[config.mk]
export PLATFORM = sky130hd
export DESIGN_NAME = max_subarray_sum_tracker
export DESIGN_NICKNAME = d
export VERILOG_FILES = /design/src/rtl/msst_pkg.sv /design/src/rtl/max_subarray_sum_tracker.sv
export VERILOG_INCLUDE_DIRS = /design/src /design/src/rtl
export SDC_FILE = /design/constraint.sdc
export NUM_CORES = 1
export LEC_CHECK = 0
export BUFFER_PORTS_ARGS = -buffer_cell sky130_fd_sc_hd__buf_2
export CORE_AREA = 5 5 162 164
export CTS_CLUSTER_SIZE = 24
export DETAILED_ROUTE_END_ITERATION = 16
export DIE_AREA = 0 0 167 169
export PLACE_DENSITY = 0.76
export SLEW_MARGIN = 0
export SYNTH_ARGS = -nofsm -noshare
export SYNTH_HDL_FRONTEND = slang
export SYNTH_SLANG_ARGS = --single-unit
[constraint.sdc]
create_clock -name i_clk -period 24.4 [get_ports i_clk]
set_input_delay 3.66 -clock i_clk [delete_from_list [all_inputs] [get_ports i_clk]]
set_output_delay 3.66 -clock i_clk [all_outputs]
set_load 0.1 [all_outputs]
[src/rtl/max_subarray_sum_tracker_macros.svh]
// Assertion macros shared by the RTL of the max subarray sum tracker.
`ifndef MAX_SUBARRAY_SUM_TRACKER_MACROS_SVH
`define MAX_SUBARRAY_SUM_TRACKER_MACROS_SVH

// Clocked check, switched off while reset is held low.
`define MSST_ASSERT(label, clk, rst_n, prop, msg) \
    label: assert property (@(posedge clk) disable iff (!rst_n) prop) else $error(msg);

// Clocked check with an implication, switched off while reset is held low.
`define MSST_ASSERT_IMP(label, clk, rst_n, pre, post, msg) \
    `MSST_ASSERT(label, clk, rst_n, (pre) |-> (post), msg)

`endif

[src/rtl/msst_pkg.sv]
// Package with the constants of the max subarray sum tracker.
`timescale 1ns / 1ps

package msst_pkg;

    localparam int SAMPLE_W = 32;
    localparam int INDEX_W  = 16;

    localparam logic signed [SAMPLE_W-1:0] SUM_MIN = {1'b1, {(SAMPLE_W-1){1'b0}}};
    localparam logic signed [SAMPLE_W-1:0] SUM_MAX = {1'b0, {(SAMPLE_W-1){1'b1}}};

    localparam longint unsigned MSST_MAX_LENGTH = 64'd65536;

    typedef logic signed [SAMPLE_W-1:0] t_sum;

endpackage

[src/rtl/max_subarray_sum_tracker.sv]
// Top level: streaming maximum contiguous subarray sum with best-run indices.
// The last sample is held in the input register while an earlier result still waits in
// the result register; its result is then registered in the result register.
// Throughput: one sample per cycle while no last sample waits; the running and best sums close in one
// saturating add and two compares, and a stalled result holds back only a last sample and the samples behind it.
// Reset: synchronous active-low i_rst_n; sums go to the most negative value,
// indices to zero, and no transaction is held in either register stage.
`timescale 1ns / 1ps

`include "max_subarray_sum_tracker_macros.svh"

module max_subarray_sum_tracker
    import msst_pkg::*;
#(
    parameter longint unsigned MAX_LENGTH = MSST_MAX_LENGTH
) (
    input  logic        i_clk,
    input  logic        i_rst_n,
    input  logic        i_s_tvalid,
    output logic        o_s_tready,
    input  logic [31:0] i_s_tdata,   // [31:0] sample
    input  logic        i_s_tlast,
    output logic        o_m_tvalid,
    input  logic        i_m_tready,
    output logic [63:0] o_m_tdata,   // [31:0] best_sum, [47:32] run_start, [63:48] run_end
    output logic [0:0]  o_m_tuser    // [0] found
);

    localparam int IDX_W = $clog2(MAX_LENGTH);
    localparam int EXT_W = (IDX_W > INDEX_W) ? IDX_W : INDEX_W;
    localparam logic [IDX_W-1:0] TOP = IDX_W'(MAX_LENGTH - 64'd1);

    // input stage
    logic               r_in_valid;
    t_sum               r_sample;
    logic               r_in_last;

    // running state
    t_sum               r_run;
    t_sum               r_best;
    logic [IDX_W-1:0]   r_cur_start;
    logic [IDX_W-1:0]   r_best_start;
    logic [IDX_W-1:0]   r_best_end;
    logic [IDX_W-1:0]   r_idx;

    // result stage
    logic               r_out_valid;
    t_sum               r_out_sum;
    logic [INDEX_W-1:0] r_out_start;
    logic [INDEX_W-1:0] r_out_end;
    logic               r_out_found;

    logic               s_accept;
    logic               advance;
    logic               out_free;
    logic [SAMPLE_W:0]  sum_ext;
    t_sum               sat_sum;
    t_sum               n_run;
    t_sum               n_best;
    logic [IDX_W-1:0]   n_cur_start;
    logic [IDX_W-1:0]   n_best_start;
    logic [IDX_W-1:0]   n_best_end;
    logic [IDX_W-1:0]   n_idx;
    logic               n_found;
    logic [EXT_W-1:0]   ext_start;
    logic [EXT_W-1:0]   ext_end;

    assign out_free   = !r_out_valid || i_m_tready;
    // a non-last sample never produces a result, so it always moves on
    assign advance    = r_in_valid && (!r_in_last || out_free);
    assign o_s_tready = !r_in_valid || advance;
    assign s_accept   = i_s_tvalid && o_s_tready;

    always_comb begin
        sum_ext = {r_run[SAMPLE_W-1], r_run} + {r_sample[SAMPLE_W-1], r_sample};
        if (sum_ext[SAMPLE_W] != sum_ext[SAMPLE_W-1]) begin
            sat_sum = sum_ext[SAMPLE_W] ? SUM_MIN : SUM_MAX;
        end else begin
            sat_sum = sum_ext[SAMPLE_W-1:0];
        end

        if (r_sample > sat_sum) begin
            n_run       = r_sample;
            n_cur_start = r_idx;
        end else begin
            n_run       = sat_sum;
            n_cur_start = r_cur_start;
        end

        // ties move the best run to the later end
        if (n_run >= r_best) begin
            n_best       = n_run;
            n_best_start = n_cur_start;
            n_best_end   = r_idx;
        end else begin
            n_best       = r_best;
            n_best_start = r_best_start;
            n_best_end   = r_best_end;
        end

        n_idx     = (r_idx < TOP) ? r_idx + 1'b1 : r_idx;
        n_found   = (n_best != SUM_MIN);
        ext_start = EXT_W'(n_best_start);
        ext_end   = EXT_W'(n_best_end);
    end

    always_ff @(posedge i_clk) begin
        if (!i_rst_n) begin
            r_in_valid   <= 1'b0;
            r_out_valid  <= 1'b0;
            r_run        <= SUM_MIN;
            r_best       <= SUM_MIN;
            r_cur_start  <= '0;
            r_best_start <= '0;
            r_best_end   <= '0;
            r_idx        <= '0;
        end else begin
            if (s_accept) begin
                r_in_valid <= 1'b1;
            end else if (advance) begin
                r_in_valid <= 1'b0;
            end

            if (advance) begin
                if (r_in_last) begin
                    r_run        <= SUM_MIN;
                    r_best       <= SUM_MIN;
                    r_cur_start  <= '0;
                    r_best_start <= '0;
                    r_best_end   <= '0;
                    r_idx        <= '0;
                end else begin
                    r_run        <= n_run;
                    r_best       <= n_best;
                    r_cur_start  <= n_cur_start;
                    r_best_start <= n_best_start;
                    r_best_end   <= n_best_end;
                    r_idx        <= n_idx;
                end
            end

            if (advance && r_in_last) begin
                r_out_valid <= 1'b1;
            end else if (i_m_tready) begin
                r_out_valid <= 1'b0;
            end
        end
    end

    always_ff @(posedge i_clk) begin
        if (s_accept) begin
            r_sample  <= i_s_tdata;
            r_in_last <= i_s_tlast;
        end
        if (advance && r_in_last) begin
            r_out_sum   <= n_best;
            r_out_found <= n_found;
            r_out_start <= n_found ? ext_start[INDEX_W-1:0] : '0;
            r_out_end   <= n_found ? ext_end[INDEX_W-1:0] : '0;
        end
    end

    assign o_m_tvalid = r_out_valid;
    assign o_m_tdata  = {r_out_end, r_out_start, r_out_sum};
    assign o_m_tuser  = r_out_found;

    `MSST_ASSERT_IMP(a_found_sum, i_clk, i_rst_n, o_m_tvalid && o_m_tuser[0], o_m_tdata[31:0] != SUM_MIN, "found result carries the most negative sum")

    `MSST_ASSERT_IMP(a_empty_result, i_clk, i_rst_n, o_m_tvalid && !o_m_tuser[0], o_m_tdata == {32'd0, SUM_MIN}, "empty result has nonzero fields")

    `MSST_ASSERT_IMP(a_result_source, i_clk, i_rst_n, $rose(r_out_valid), $past(r_in_valid && r_in_last), "result raised without a last sample")

endmodule

# Word-level counts from Yosys, hierarchy flattened

Index checks and enable logic that the tools add are counted.

Register bits: 228
Bits in latches: 0
Bits in writable memories: 0
Bits in read-only memories: 0
Input port bits: 37
Output and inout port bits: 67
Logic and storage cells: 52
Memories: 0

Add/subtract/negate cells: 2
Multiply operators: 0
Div/mod/pow operators: 0
Order comparisons: 3
Equality and inequality tests: 2
Shifts and indexed selects: 0
Mux-type cells: 18
Bitwise gates (word level): 0
Reduce and logical (&&, ||, !) cells: 13

Operators by type and width:

| operator                | count |
|---|---|
| $mux W32                | 6 |
| $mux W16                | 8 |
| $add A32 B32 Y33        | 1 |
| $ge A32 B32 Y1          | 1 |
| $gt A32 B32 Y1          | 1 |
| $ne A32 B32 Y1 const B  | 1 |
| $add A16 B1 Y16 const B | 1 |
| $lt A16 B16 Y1 const B  | 1 |
| $reduce_bool A2 Y1      | 3 |
| $mux W1                 | 4 |
| $logic_and A1 B1 Y1     | 3 |
| $logic_not A1 Y1        | 3 |
| $logic_or A1 B1 Y1      | 3 |
| $reduce_and A2 Y1       | 1 |
| $ne A1 B1 Y1            | 1 |

# Logic depth before layout (Yosys ltp)

Gate-level depths: netlist of run 1.

Word-level depth: 8
Mapped depth: 45
Mapped depth without buffers: 37

# Worst setup path after synthesis of run 1

No wires, ideal clock.

Path type: register to register
From: register r_sample[6]
To: register r_out_start[10], data pin
Library setup time: 0.259 ns
Arrival: 8.941 ns
Data required time: 24.141 ns
Setup slack: 15.200 ns
Stages on the path, launching flop included: 41
Buffers on the path: 7
Clock period less this slack: 9.200 ns
Path through: edfxtp_1 ha_1 buf_2 o21ai_0 a2111oi_0 a22o_1 nor2_1 o41a_1 o21ai_1 a21o_1 a21o_1 xnor2_1 ha_1 inv_1 a211oi_2 nor2_1 buf_4 and2_1 (+5 left out) nand3_1 clkbuf_1 clkbuf_1 o21ai_0 ha_1 a21oi_1 nand2_1 a221o_1 o311ai_1 a21oi_1 nor2_1 buf_2 mux2_2 nor4_1 and4_1 buf_6 buf_12 nor3_4

Word-level cells in the longest chain between the ends: 8
Elaborated cells on any way between the ends: 11
Those cells by class: 1 x add/sub; 2 x order compare; 2 x eq/ne; 6 x mux

Ends and longest elaborated chain:

| item                                     | RTL line                                                       | text |
|---|---|---|
| from (decl)                              | max_subarray_sum_tracker.sv:35                                 | `t_sum r_sample;` |
| from (signal assigned)                   | max_subarray_sum_tracker.sv:152                                | `r_sample <= i_s_tdata;` |
| $add A32 B32 Y33                         | max_subarray_sum_tracker.sv:75                                 | `sum_ext = {r_run[SAMPLE_W-1], r_run} + {r_sample[SAMPLE_W-1], r_sample};` |
| $mux W32 or $ne A1 B1 Y1 (tied branches) | max_subarray_sum_tracker.sv:77, max_subarray_sum_tracker.sv:76 |  |
| $mux W32                                 | max_subarray_sum_tracker.sv:76                                 | `if (sum_ext[SAMPLE_W] != sum_ext[SAMPLE_W-1]) begin` |
| $gt A32 B32 Y1                           | max_subarray_sum_tracker.sv:82                                 | `if (r_sample > sat_sum) begin` |
| $mux W32 *                               | max_subarray_sum_tracker.sv:82                                 |  |
| $ge A32 B32 Y1                           | max_subarray_sum_tracker.sv:91                                 | `if (n_run >= r_best) begin` |
| $mux W32 *                               | max_subarray_sum_tracker.sv:91                                 |  |
| net n_best[30]                           | max_subarray_sum_tracker.sv:59                                 | `t_sum n_best;` |
| $ne A32 B32 Y1 *                         | max_subarray_sum_tracker.sv:102                                | `n_found = (n_best != SUM_MIN);` |
| to (signal assigned)                     | max_subarray_sum_tracker.sv:158                                | `r_out_start <= n_found ? ext_start[INDEX_W-1:0] : '0;` |
| to (decl)                                | max_subarray_sum_tracker.sv:49                                 | `logic [INDEX_W-1:0] r_out_start;` |

The timed path passes the listed nets; every way through them passes the cells marked *.
A chain may end at the register's enable or synchronous reset.

# Worst setup path after layout of run 1

From: register r_sample[13]
To: register r_out_start[0], data pin

Same word-level chain as after synthesis.

==> results of run 1 <==
routing by layer:
layer	share of wire, %	track usage (%)
met3	5.8	3.43
met4	4.6	11.1
met5	0	0
met2	49	48.0
met1	40	34.0
flip-flops by register name, indices dropped and copies added (netlist names):
| signal | cells |
|---|---|
| r_best | 32 |
| r_in_last | 1 |
| r_cur_start | 16 |
| r_out_end | 16 |
| r_idx | 16 |
| o_m_tuser | 1 |
| r_best_start | 16 |
| r_out_start | 16 |
| r_best_end | 16 |
| r_sample | 32 |
| r_run | 32 |
| r_out_sum | 32 |
| o_m_tvalid | 1 |
| r_in_valid | 1 |
power groups by stage:
stage	sequential, W	combinational [W]	clock, W
final	0.000500	0.00117	0.000401
after global routing	0.000503	0.00128	0.000424
after CTS	0.000499	0.00116	0.000409
after global placement	0.000507	0.00114	0
after detailed placement	0.000507	0.00116	0
after floorplan	0.000637	0.000753	0
final timing paths:
check | startpoint | end | slack (ps) | cells past startpoint
setup / recovery | r_sample[13] | r_out_start[0] | 11780 | 37
setup reg to reg | r_sample[13] | r_out_start[0] | 11780 | 37
hold reg to reg | r_run[22] | r_run[22] | 480 | 2
hold / removal | r_run[22] | r_run[22] | 480 | 2
cell families (layout without fill, tap and decap cells):
| logic type | Yosys count | after routing | share of synthesized area, % |
|---|---|---|---|
| fa+ha+maj | 100 | 100 | 9.27 |
| flops | 228 | 228 | 40.8 |
| compound gates | 412 | 412 | 20.6 |
| buf+inv | 154 | 222 | 4.90 |
| mux | 18 | 18 | 1.39 |
| xor+xnor | 29 | 29 | 1.87 |
| simple gates | 554 | 554 | 21.1 |
placed cells by master (no fill, tap or decap), drive strengths merged, types with 14 or more instances in the layout:
master  count
nand3      25
ha         99
buf       115
nand2     167
a22oi     104
o21ai      79
nor2      118
nand4      28
dfxtp     130
nor2b     111
xnor2      19
clkbuf     34
a21o       18
a21oi     103
nor3       35
a211oi     15
a31oi      16
and2       14
edfxtp     98
inv        63
layout make-up:
| class | instances | area [um2] |
|---|---|---|
| fillers | 2123 | 9650 |
| inverters | 61 | 229 |
| well taps | 330 | 413 |
| multi-input cells | 1113 | 7410 |
| clock inverters | 12 | 134 |
| clock buffers | 34 | 753 |
| flip-flops and latches | 228 | 5550 |
| repair buffers | 115 | 606 |
worst reg2reg max path, delay by kind of cell (launching register included):
family | cells | cell delay, ps
adder cells (fa/ha/maj) | 4 | 1210
multiplexers | 1 | 450
buffers and inverters | 4 | 1520
flip-flops | 1 | 490
AO/OA/AOI/OAI | 13 | 3620
XOR/XNOR | 1 | 140
AND/OR/NAND/NOR | 14 | 4890
through the flow:
step	total power (W)	std cells	cell area [um2]	utilization, %	hold slack (ps)
final	0.00208	1893	15100	61.0	482
after global routing	0.00220	1893	15100	61.0	541
after detailed placement	0.00166	1847	14200	57.4	477
after floorplan	0.00139	1495	13600	-	445
after CTS	0.00207	1893	15100	61.0	483
after global placement	0.00165	1847	14200	57.4	463
==> run_results.csv, run 1 <==
group,metric,value,unit
power_and_ir_drop,power_frac_comb,56.6,%
yosys,synth-seq-cells,228,
detailed_routing,avgRoutedWirePerCell,21.1,um
yosys,async_flop_share,0,%
setup_path,crit_family,"simple AND/OR/NAND/NOR gates",
clock_network,insertion_delay,550,ps
die,initial_utilization,54.9,%
setup_path,cp.arrival,12850,ps
clock_network,clockBufferDepth,3,
die,core_area,24700,um2
setup_path,cp-end-kind,"flip-flop",
clock_network,cts_htree_levels,1,
placed_design,dp_slack,11990,ps
setup_path,cp_num_buf_inv,4,
sta,layout_setup_ws,11780,ps
sta,setup-violations-final,0,
setup_path,cp-start-kind,"flip-flop",
yosys,yosys-top-cells-count,"165 x nand2_1, 130 x dfxtp_1, 118 x nor2_1",
power_and_ir_drop,clock_power_share,19.3,%
clock_network,cts-resized-gates,0,
yosys,yosysSeqAreaShare,40.8,%
clock_network,cts_hold_buf,0,
yosys,synth_area,13600,um2
die,fp.dieH,169,um
sta,worst_pin_slew,1180,ps
die,num_io_pins,104,
clock_network,cts.clk_slew.worst_paths,60,ps
setup_path,critPathMaxStageDelay,990,ps
yosys,synth_cells,1495,
yosys,yosysTopAreaCellShare,21.7,%
yosys,ys_types,83,
yosys,syn_area_per_cell,9.08,um2
global_route,antenna_found_initial,0,
detailed_routing,drc,0,
die,die_w,167,um
detailed_routing,vias_per_cell,6.16,
global_route,grtUsageTotal,27.3,%
final_layout,area_delta_synth_final,11.2,%
clock_network,clock_sinks,228,
sta,rsz0062_at_grt,"false",
die,rows,58,
yosys,synth.most_common_cell,"nand2_1",
sta,fmax,79.3,MHz
clock_network,cts_setup_buffers,0,
sta,period_minus_slack,12620,ps
global_route,grt-ovfl-total,0,
yosys,mappedNetlistNets,1632,
sta,drv_slew,0,
yosys,synthFlopType,"dfxtp_1",
power_and_ir_drop,cellInternalPower,0.00106,W
global_route,grt_pass1_vias,11049,
clock_network,clockRootBuffer,"clkbuf_16",
power_and_ir_drop,seq_power_share,24.1,%
final_layout,diodes,0,
setup_path,crit_type,"reg2reg",
final_layout,drive_gt1_share,13.6,%
run_status,status,"finished clean",
yosys,ys.warnings.count,0,
yosys,synth_top_area_cell,"edfxtp_1",
detailed_routing,finalWirelength,39900,um
sta,period_share,51.7,%
setup_path,path_max_fanout,43,
die,die_area,28200,um2
sta,finalSetupTns,0,ps
placed_design,place.gp.congestion,0.992,
power_and_ir_drop,netSwitchingFraction,48.9,%
detailed_routing,route.antenna.remaining_nets,0,
final_layout,num-nets-final,1681,
sta,maxSlewHeadroom,21.0,%
sta,finalHoldViolCount,0,
detailed_routing,drt-pass1-iter-count,5,
clock_network,cts_tree,"done",
setup_path,critPathSlowestCell,"and4_2",
yosys,synth_edf_count,98,
flow_run,maxCapViolations,0,
global_route,grt_pass1_wl,61900,um
clock_network,cts_inserted_buffers,25,
detailed_routing,drtIter0Drc,1116,
power_and_ir_drop,p_switching,0.00101,W
power_and_ir_drop,ir_drop,0.104,mV
sta,clock_skew,28.5,ps
power_and_ir_drop,static-leakage-power,5.72,nW
detailed_routing,vias,11669,
global_route,grt_max_degree,116,
placed_design,dp_hpwl,29200,um
power_and_ir_drop,power_per_cell_area,138,nW/um2
setup_path,required,24630,ps
yosys,yosys-top-cells-area,"edfxtp_1 22%, dfxtp_1 19%, ha_1 9.1%, a22oi_1 5.8%, nor2b_1 5.1%",
worst_hold_path,worstHoldPathType,"reg2reg",
placed_design,port_buffers,103,
(Power assumes the default switching activity.)
==> inputs of run 2 (changes only) <==
--- a/config.mk
+++ b/config.mk
@@ -7,11 +7,11 @@
 export NUM_CORES = 1
 export LEC_CHECK = 0
 export BUFFER_PORTS_ARGS = -buffer_cell sky130_fd_sc_hd__buf_2
-export CORE_AREA = 5 5 162 164
+export CORE_AREA = 5 5 164 166
 export CTS_CLUSTER_SIZE = 24
 export DETAILED_ROUTE_END_ITERATION = 16
-export DIE_AREA = 0 0 167 169
-export PLACE_DENSITY = 0.76
+export DIE_AREA = 0 0 169 171
+export PLACE_DENSITY = 0.78
 export SLEW_MARGIN = 0
 export SYNTH_ARGS = -nofsm -noshare
 export SYNTH_HDL_FRONTEND = slang
==> constraint.sdc (replaced) <==
create_clock -name i_clk -period 10.3 [get_ports i_clk]
set_input_delay 1.545 -clock i_clk [delete_from_list [all_inputs] [get_ports i_clk]]
set_output_delay 1.545 -clock i_clk [all_outputs]
set_load 0.1 [all_outputs]
==> run_results.csv, run 2 (synthesis gave the netlist of run 1 again) <==
group,metric,value,unit
sta,setup-violations-final,0,
power_and_ir_drop,ir_drop,0.257,mV
final_layout,final_area,15600,um2
sta,whs,526,ps
sta,worst_pin_slew,1310,ps
placed_design,port_buffers,103,
run_status,status,"finished clean",
power_and_ir_drop,seq_power_share,23.0,%
detailed_routing,vias_per_cell,6.15,
global_route,grt_max_degree,117,
die,die_area,28900,um2
power_and_ir_drop,netSwitchingFraction,47.8,%
clock_network,insertion_delay,550,ps
die,core_area,25500,um2
die,fp.dieH,171,um
global_route,grt_pass1_vias,11426,
final_layout,drive_gt1_share,16.6,%
sta,maxSlewHeadroom,11.8,%
final_layout,num-nets-final,1721,
global_route,grtUsageTotal,27.2,%
sta,clock_skew,22.8,ps
final_layout,final_util,61.3,%
detailed_routing,drc,0,
final_layout,area_delta_synth_final,14.9,%
detailed_routing,avgRoutedWirePerCell,21.3,um
clock_network,clock_sinks,228,
sta,period_minus_slack,9960,ps
final_layout,layout_commonest_cell,"nand2_1",
global_route,grt_pass1_wl,62800,um
setup_path,cp.arrival,10240,ps
power_and_ir_drop,cellInternalPower,0.00270,W
sta,drv_slew,0,
sta,fmax,100,MHz
sta,period_share,96.7,%
power_and_ir_drop,clock_power_share,18.8,%
global_route,grt-ovfl-total,0,
die,num_io_pins,104,
setup_path,critPathSlowestCell,"edfxtp_1",
final_layout,diodes,0,
sta,finalHoldViolCount,0,
final_layout,layout_common_cells,"164 x nand2_1, 130 x dfxtp_1, 114 x nor2_1, 111 x nor2b_1, 104 x a22oi_1",
placed_design,dpl_cell_area,14400,um2
setup_path,required,10580,ps
setup_path,cp-start-kind,"flip-flop",
sta,finalSetupTns,0,ps
clock_network,cts.clk_slew.worst_paths,60,ps
die,initial_utilization,53.3,%
detailed_routing,drt-pass1-iter-count,6,
flow_run,maxCapViolations,0,
die,rows,59,
power_and_ir_drop,p_switching,0.00247,W
setup_path,cp-end-kind,"flip-flop",
setup_path,critPathMaxStageDelay,480,ps
placed_design,dp_hpwl,29500,um
detailed_routing,vias,11919,
clock_network,cts_tree,"done",
worst_hold_path,worstHoldPathType,"reg2reg",
detailed_routing,drtIter0Drc,1392,
detailed_routing,route.antenna.remaining_nets,0,
global_route,antenna_found_initial,0,
power_and_ir_drop,power_per_cell_area,331,nW/um2
setup_path,path_max_fanout,17,
die,die_w,169,um
power_and_ir_drop,power_frac_comb,58.2,%
detailed_routing,finalWirelength,41300,um
placed_design,place.gp.congestion,0.992,
power_and_ir_drop,static-leakage-power,5.95,nW
clock_network,cts_hold_buf,0,
setup_path,crit_type,"reg2reg",
clock_network,clockBufferDepth,3,
clock_network,clockRootBuffer,"clkbuf_16",
setup_path,cp_common_cell,"ha_1",
clock_network,cts_inserted_buffers,26,
clock_network,cts_htree_levels,1,
==> run 2: area by class of cell <==
type                            count  area [um2]
Clock buffer                       34         711
Clock inverter                     14         189
Fill cell                        2149        9870
Inverter                           61         229
Multi-Input combinational cell   1114        7550
Sequential cell                   228        5550
Tap cell                          335         419
Timing Repair Buffer              153         955
==> run 2: repair_timing <==
action                     in CTS  in global routing
setup buffers                   0                 13
resized for setup               7                 22
cloned                          0                  3
setup endpoints to repair      33                 75
pin swaps                       0                  8
==> run 2: final timing paths <==
path                       start              to  slack [ps]  cells after the start
hold / removal    r_cur_start[7]  r_cur_start[7]         530                      2
setup / recovery     r_sample[1]  r_out_start[1]         340                     39
hold reg to reg   r_cur_start[7]  r_cur_start[7]         530                      2
setup reg to reg     r_sample[1]  r_out_start[1]         340                     39
==> run 2: metrics by stage <==
step	total power, W	instances	setup WS (ps)
after global placement	0.00401	1875	8.84
after floorplan	0.00329	1495	1100
final	0.00517	1939	341
after CTS	0.00506	1923	11.8
after detailed placement	0.00404	1875	-232
after global routing	0.00546	1939	-66.1
==> run 2: routing by layer <==
metal,share of wire (%),GRT usage [%]
met5,0,0
met4,5.8,12.9
met3,6.2,2.91
met2,48,47.3
met1,40,34.0
==> run 2: power groups by stage <==
stage | Sequential [W] | Combinational [W] | Clock, W
after floorplan | 0.00151 | 0.00178 | 0
after global placement | 0.00120 | 0.00280 | 0
after detailed placement | 0.00120 | 0.00284 | 0
after CTS | 0.00119 | 0.00289 | 0.000983
after global routing | 0.00119 | 0.00324 | 0.00103
final | 0.00119 | 0.00301 | 0.000972
==> run 2: worst max-delay path: cells and delay by family, from the launching register on <==
family | cells | cell delay, ps
mux | 1 | 390
fa+ha+maj | 4 | 1250
flops | 1 | 480
buf+inv | 5 | 850
simple gates | 14 | 3310
xor+xnor | 1 | 140
compound gates | 14 | 3220
